File: config.mk
export PLATFORM = sky130hd
export DESIGN_NAME = mandelbrot_escape_time_top
export DESIGN_NICKNAME = d
export VERILOG_FILES = /design/src/rtl/met_pkg.sv /design/src/rtl/met_datapath.sv /design/src/rtl/mandelbrot_escape_time_top.sv
export SDC_FILE = /design/constraint.sdc
export NUM_CORES = 2
export LEC_CHECK = 0
export BUFFER_PORTS_ARGS = -buffer_cell sky130_fd_sc_hd__buf_4
export CAP_MARGIN = 20
export CORE_MARGIN = 2
export CORE_UTILIZATION = 60
export CTS_CLUSTER_SIZE = 25
export DETAILED_ROUTE_END_ITERATION = 16
export GPL_TIMING_DRIVEN = 0
export PLACE_DENSITY = 0.85
export SLEW_MARGIN = 20
export SYNTH_ARGS = -nofsm -noshare
export SYNTH_HDL_FRONTEND = slang
export SYNTH_SLANG_ARGS = --single-unit
File: constraint.sdc
create_clock -name clk -period 11.5 [get_ports clk]
set_input_delay 0 -clock clk [delete_from_list [all_inputs] [get_ports clk]]
set_output_delay 0 -clock clk [all_outputs]
set_load 0.005 [all_outputs]
File: src/rtl/met_pkg.sv
// ----------------------------------------------------------------------------
// met_pkg: shared types and constants of the Mandelbrot escape-time counter
// Holds the sequencer state type, the control bundle from the sequencer to
// the datapath, and the default parameter values.
// ----------------------------------------------------------------------------
`default_nettype none

package met_pkg;

  localparam int WORD_BITS_DEF = 32;
  localparam int FRAC_BITS_DEF = 28;
  localparam int IN_BITS       = 32;
  localparam int COUNT_BITS    = 16;

  localparam logic [COUNT_BITS-1:0] MAX_ITER_RESET = 16'd4096;

  typedef enum logic [2:0] {
    ST_IDLE,
    ST_TEST,
    ST_MXY,
    ST_MXX,
    ST_MYY,
    ST_MSQ,
    ST_DONE
  } met_state_t;

  typedef struct packed {
    logic start;
    logic step_xy;
    logic step_xx;
    logic step_yy;
    logic step_sq;
  } met_ctrl_t;

endpackage

`default_nettype wire

File: src/rtl/met_datapath.sv
// ----------------------------------------------------------------------------
// met_datapath: z register file and shared multiplier
// Holds z, its squares and the point c; one signed multiplier is reused for
// z_real*z_imag, z_real^2 and z_imag^2 under control of the sequencer.
// ----------------------------------------------------------------------------
`default_nettype none

module met_datapath #(
  parameter int WORD_BITS = met_pkg::WORD_BITS_DEF,
  parameter int FRAC_BITS = met_pkg::FRAC_BITS_DEF
) (
  input  wire logic                                clk,
  input  wire met_pkg::met_ctrl_t                  ctrl,
  input  wire logic signed [met_pkg::IN_BITS-1:0]  c_real_i,
  input  wire logic signed [met_pkg::IN_BITS-1:0]  c_imag_i,
  output logic                                     escaped_o
);

  localparam int W    = WORD_BITS;
  localparam int SQ   = 2 * WORD_BITS - FRAC_BITS;
  localparam int EXT  = (WORD_BITS > met_pkg::IN_BITS) ? WORD_BITS : met_pkg::IN_BITS;
  localparam int ACC  = ((SQ > W) ? SQ : W) + 2;
  localparam int PW   = 2 * W;

  localparam logic signed [W-1:0] WMAX = {1'b0, {(W-1){1'b1}}};
  localparam logic signed [W-1:0] WMIN = {1'b1, {(W-1){1'b0}}};
  localparam logic [SQ:0]         FOUR = {{SQ{1'b0}}, 1'b1} << (FRAC_BITS + 2);

  logic signed [W-1:0]  zr_r, zi_r, cr_r, ci_r;
  logic signed [SQ-1:0] zrsq_r, zisq_r;
  logic signed [PW-1:0] p_r;

  logic signed [EXT-1:0] cr_ext, ci_ext;
  logic signed [W-1:0]   cr_in, ci_in;
  logic signed [ACC-1:0] zr_sum;
  logic signed [W-1:0]   zr_new;
  logic signed [PW:0]    zi_sum;
  logic signed [W-1:0]   zi_new;
  logic signed [W-1:0]   mul_a, mul_b;
  logic signed [PW-1:0]  prod;
  logic        [SQ:0]    mag;

  always_comb begin
    cr_ext = EXT'(c_real_i);
    ci_ext = EXT'(c_imag_i);
    if (cr_ext > EXT'(WMAX)) begin
      cr_in = WMAX;
    end else if (cr_ext < EXT'(WMIN)) begin
      cr_in = WMIN;
    end else begin
      cr_in = cr_ext[W-1:0];
    end
    if (ci_ext > EXT'(WMAX)) begin
      ci_in = WMAX;
    end else if (ci_ext < EXT'(WMIN)) begin
      ci_in = WMIN;
    end else begin
      ci_in = ci_ext[W-1:0];
    end

    zr_sum = ACC'(zrsq_r) - ACC'(zisq_r) + ACC'(cr_r);
    if (zr_sum > ACC'(WMAX)) begin
      zr_new = WMAX;
    end else if (zr_sum < ACC'(WMIN)) begin
      zr_new = WMIN;
    end else begin
      zr_new = zr_sum[W-1:0];
    end

    zi_sum = (PW+1)'(p_r >>> (FRAC_BITS - 1)) + (PW+1)'(ci_r);
    if (zi_sum > (PW+1)'(WMAX)) begin
      zi_new = WMAX;
    end else if (zi_sum < (PW+1)'(WMIN)) begin
      zi_new = WMIN;
    end else begin
      zi_new = zi_sum[W-1:0];
    end

    mul_a = ctrl.step_yy ? zi_r : zr_r;
    mul_b = ctrl.step_xy ? zi_r : (ctrl.step_xx ? zr_r : zi_r);
    prod  = mul_a * mul_b;

    mag       = {1'b0, zrsq_r} + {1'b0, zisq_r};
    escaped_o = (mag > FOUR);
  end

  always_ff @(posedge clk) begin
    if (ctrl.start) begin
      zr_r   <= '0;
      zi_r   <= '0;
      zrsq_r <= '0;
      zisq_r <= '0;
      cr_r   <= cr_in;
      ci_r   <= ci_in;
    end
    if (ctrl.step_xy) begin
      zr_r <= zr_new;
      p_r  <= prod;
    end
    if (ctrl.step_xx) begin
      zi_r <= zi_new;
      p_r  <= prod;
    end
    if (ctrl.step_yy) begin
      zrsq_r <= p_r[PW-1:FRAC_BITS];
      p_r    <= prod;
    end
    if (ctrl.step_sq) begin
      zisq_r <= p_r[PW-1:FRAC_BITS];
    end
  end

endmodule

`default_nettype wire

File: src/rtl/mandelbrot_escape_time_top.sv
// ----------------------------------------------------------------------------
// mandelbrot_escape_time_top: fixed-point Mandelbrot escape-time counter
// Takes one point c per beat, iterates z = z*z + c from zero and returns the
// iteration count at escape (|z|^2 above 4.0) or at the configured limit.
// ----------------------------------------------------------------------------
// Each iteration of a point runs the single shared multiplier three times
// (z_real*z_imag, z_real^2, z_imag^2), spends a state storing z_imag^2 and
// a state on the escape and limit test. The input stalls while a point is in
// work; a finished count sits in the output register, so the next point is
// taken while that count waits to be picked up.
`default_nettype none

module mandelbrot_escape_time_top #(
  parameter int WORD_BITS = met_pkg::WORD_BITS_DEF,
  parameter int FRAC_BITS = met_pkg::FRAC_BITS_DEF
) (
  input  wire logic                                   clk,
  input  wire logic                                   rst_n,
  input  wire logic                                   in_valid,
  output logic                                        in_stall,
  input  wire logic signed [met_pkg::IN_BITS-1:0]     in_c_real,
  input  wire logic signed [met_pkg::IN_BITS-1:0]     in_c_imag,
  output logic                                        out_valid,
  input  wire logic                                   out_stall,
  output logic             [met_pkg::COUNT_BITS-1:0]  out_iteration_count,
  input  wire logic                                   cfg_wr_en,
  input  wire logic        [met_pkg::COUNT_BITS-1:0]  cfg_wr_data
);

  met_pkg::met_state_t state_r, state_nxt;
  met_pkg::met_ctrl_t  ctrl;

  logic [met_pkg::COUNT_BITS-1:0] max_r;
  logic [met_pkg::COUNT_BITS-1:0] count_r, count_nxt;
  logic                           out_valid_r, out_valid_nxt;
  logic [met_pkg::COUNT_BITS-1:0] out_count_r, out_count_nxt;
  logic                           escaped;

  met_datapath #(
    .WORD_BITS (WORD_BITS),
    .FRAC_BITS (FRAC_BITS)
  ) u_datapath (
    .clk       (clk),
    .ctrl      (ctrl),
    .c_real_i  (in_c_real),
    .c_imag_i  (in_c_imag),
    .escaped_o (escaped)
  );

  assign in_stall            = (state_r != met_pkg::ST_IDLE);
  assign out_valid           = out_valid_r;
  assign out_iteration_count = out_count_r;

  always_comb begin
    state_nxt     = state_r;
    count_nxt     = count_r;
    out_count_nxt = out_count_r;
    out_valid_nxt = out_valid_r & out_stall;
    ctrl          = '0;
    case (state_r)
      met_pkg::ST_IDLE: begin
        if (in_valid) begin
          ctrl.start = 1'b1;
          count_nxt  = '0;
          state_nxt  = met_pkg::ST_TEST;
        end
      end
      met_pkg::ST_TEST: begin
        if ((count_r < max_r) && !escaped) begin
          state_nxt = met_pkg::ST_MXY;
        end else begin
          state_nxt = met_pkg::ST_DONE;
        end
      end
      met_pkg::ST_MXY: begin
        ctrl.step_xy = 1'b1;
        state_nxt    = met_pkg::ST_MXX;
      end
      met_pkg::ST_MXX: begin
        ctrl.step_xx = 1'b1;
        state_nxt    = met_pkg::ST_MYY;
      end
      met_pkg::ST_MYY: begin
        ctrl.step_yy = 1'b1;
        state_nxt    = met_pkg::ST_MSQ;
      end
      met_pkg::ST_MSQ: begin
        ctrl.step_sq = 1'b1;
        count_nxt    = count_r + 1'b1;
        state_nxt    = met_pkg::ST_TEST;
      end
      met_pkg::ST_DONE: begin
        if (!out_valid_r || !out_stall) begin
          out_valid_nxt = 1'b1;
          out_count_nxt = count_r;
          state_nxt     = met_pkg::ST_IDLE;
        end
      end
      default: begin
        state_nxt = met_pkg::ST_IDLE;
      end
    endcase
  end

  always_ff @(posedge clk) begin
    if (!rst_n) begin
      state_r     <= met_pkg::ST_IDLE;
      max_r       <= met_pkg::MAX_ITER_RESET;
      count_r     <= '0;
      out_valid_r <= 1'b0;
    end else begin
      state_r     <= state_nxt;
      count_r     <= count_nxt;
      out_valid_r <= out_valid_nxt;
      if (cfg_wr_en) begin
        max_r <= cfg_wr_data;
      end
    end
  end

  always_ff @(posedge clk) begin
    out_count_r <= out_count_nxt;
  end

endmodule

`default_nettype wire

==> flow_summary.yaml <==
synthesis:
  yosys_warnings: 0
  synthTopCellsByArea: "fa_1 (41%), edfxtp_1 (14%), inv_1 (8.7%), ha_1 (7.8%), nand2_1 (4.8%)"
  synth_top_area_cell: "fa_1"
  avgSynthCellArea_um2: 9.38
  yosysTopAreaCellShare_pct: 41.0
  seq_area_frac_synth_pct: 15.2
  netlist_area_um2: 54600
  syn-num-nets: 7371
  async_reset_ff_share_pct: 0
  synth-edff-count: 253
  ys_ff_latch: 289
  postSynthCellCount: 5825
  yosys_most_used_dff: "edfxtp_1"
  yosysUniqueCellTypes: 103
sta:
  relSlewSlack_pct: 12.1
  rsz0062_at_grt: "false"
  fin_skew_ps: 24.9
  fin_crit_ps: 11420
  drv_slew: 0
  hold_viol: 0
  setup_violations: 0
  tns_ps: 0
  fin_crit_sh_pct: 99.3
  worstMarginPinSlew_ps: 1320
  max_freq_mhz: 87.6
  holdWs_ps: 19.7
cts:
  path_clk_slew_ps: 80
  clock-sinks: 289
  cts_tree: "done"
  htreeDepth: 1
  cts_buffers: 27
  clock_path_buffers: 3
  clk_latency_ps: 580
  cts-root-buf: "clkbuf_16"
worst_setup_path:
  worstPathRequired_ps: 11810
  cpPeakStageDelay_ps: 760
  cp_slowest_cell: "mux2i_4"
  critical_path_class: "flop to flop"
  cp_common_cell: "fa_1"
  endpoint_kind: "flop"
  crit_arrival_ps: 11730
  start_kind: "flop"
  critPathMaxFanout: 10
detailed_routing:
  num_vias: 44900
  drcViolationCount: 0
  routed_wl_um: 204000
  wl_per_cell_um: 28.2
  firstDrtPassIters: 8
  drt_iter0_drc: 5785
  ant_nets: 0
  vias_per_cell: 6.21
die:
  num_io_pins: 103
  core_area_um2: 90100
  die_h_um: 306
  die_area_um2: 93500
  die_w_um: 306
  num_rows: 110
  start_util_pct: 60.6
cells_and_area:
  fillerInstances: 7039
  multi_input_area_um2: 41000
  fin_cells: 7218
  final_nets: 7556
  drive_gt1_share_pct: 6.95
  layout-area-overhead-vs-synth_pct: 8.80
  regArea_um2: 8320
  final_core_util_pct: 65.9
placed_design:
  place_congestion: 1.11
  dp_cells: 7063
  port_buffers: 37
  hpwl_um: 165000
grt:
  antenna_found_initial: 13
  grt_pass1_wl_um: 300000
  grt_max_degree: 60
  grt.overflow.total: 0
  grt_pass1_vias: 46700
  grt_usage_pct: 44.6
min_path:
  min_path_type: "input pin to flop"
job:
  drv_cap: 0
run_status:
  status: "finished clean"
## critical path, delay by kind of cell, from the launching register on
| kind | cells | cell delay (ps) |
|---|---|---|
| buffers and inverters | 7 | 1690 |
| flip-flops | 1 | 310 |
| XOR/XNOR | 1 | 460 |
| multiplexers | 1 | 760 |
| adder cells (fa/ha/maj) | 9 | 4700 |
| AO/OA/AOI/OAI | 5 | 1290 |
| AND/OR/NAND/NOR | 8 | 1910 |
## sequential cells by signal, summed over array words and instances, names as in the netlist
name and flops:
count_r 16, max_r 16, out_iteration_count 16, out_valid 1
state_r 3, u_datapath.ci_r 32, u_datapath.cr_r 32, u_datapath.p_r 37
u_datapath.zi_r 32, u_datapath.zisq_r 36, u_datapath.zr_r 32, u_datapath.zrsq_r 36
## worst paths after layout
check                                 from                 end  slack, ps  depth (start not counted)
worst max register to register  state_r[2]  u_datapath.p_r[50]         80                         31
worst max-delay path            state_r[2]  u_datapath.p_r[50]         80                         31
worst min-delay path             cfg_wr_en            max_r[3]         20                          3
worst min register to register   max_r[12]           max_r[12]        500                          2
## area by class of cell
cell class / count / share of cell area, %
inverters: 1261 / 7.97
flip-flops and latches: 289 / 14.0
clock inverters: 22 / 0.461
diodes: 12 / 0.0505
plain buffers: 272 / 2.12
multi-input cells: 3998 / 69.0
repair buffers: 161 / 2.79
well taps: 1176 / 2.48
clock buffers: 27 / 1.14
## cells in the mapped netlist, drive strengths merged, types with 10 or more instances
library cell     n
xnor2           83
nand2          702
or3             10
a2111oi         17
inv           1261
a211oi          27
nand3           43
nor2b           50
a21boi          14
nor3            41
o211ai          35
and2            57
edfxtp         253
xor2            39
o21ai          128
clkbuf         256
o21bai          27
nand2b          14
mux2i           77
and3            54
nor4            19
a31oi           17
fa            1119
o21a            24
o31ai           16
mux2            31
dfxtp           36
a21o            60
ha             342
or2             21
buf             21
nor2           633
a21oi          145
nand4           25
## cells by family (layout without fill, tap and decap cells)
| logic type | count (synthesis) | in the layout | share of synthesized area (%) |
|---|---|---|---|
| AOI/OAI and AO/OA | 605 | 605 | 7.79 |
| adders and majority gates | 1461 | 1461 | 48.8 |
| other | 0 | 12 | 0 |
| buffers and inverters | 1538 | 1743 | 10.7 |
| DFF | 289 | 289 | 15.2 |
| and+or+nand+nor | 1702 | 1702 | 13.4 |
| muxes | 108 | 108 | 2.05 |
| xor gates and xnor gates | 122 | 122 | 1.97 |
## what timing repair did
item | 4_1_cts | 5_1_grt
resized for setup | 87 | 118
pin swaps | 1 | 1
endpoints found under the setup margin | 36 | 19
endpoints found under the hold margin | 102 | 0
hold buffers | 82 | 0
setup buffers | 6 | 9
## per-layer routing
layer / wire [um] / share of wire, % / up-vias / global-route usage (%)
met3: 27900 / 14 / 911 / 16.2
met5: 252 / 0.12 / - / 0
met4: 17300 / 8.5 / 10 / 28.0
met2: 85000 / 42 / 3305 / 64.8
li1: - / - / 18300 / -
met1: 73200 / 36 / 22300 / 57.0
## cells in the final DEF (no fill, tap or decap), types with 40 or more instances in the layout
master            n
a21o_1           60
a21oi_1         135
and2_1           57
and3_1           54
buf_4            55
clkbuf_1        169
clkbuf_2         62
dlygate4sd3_1    82
edfxtp_1        253
fa_1           1117
ha_1            342
inv_1          1259
nand2_1         685
nand3_1          42
nor2_1          630
nor2b_1          48
nor3_1           40
o21ai_0          84
xnor2_1          81
## stage by stage
| step | instance area [um2] | worst slack [ps] |
|---|---|---|
| detailed placement | 57000 | -2170 |
| floorplan | 54600 | 1550 |
| finish | 59400 | 79.5 |
| CTS | 59000 | 22.4 |
| global route | 59400 | 16.3 |
| global placement | 56400 | -3170 |
Power is not shown: default switching activity piles up to over one toggle a cycle in this logic, so the estimate is an artifact.
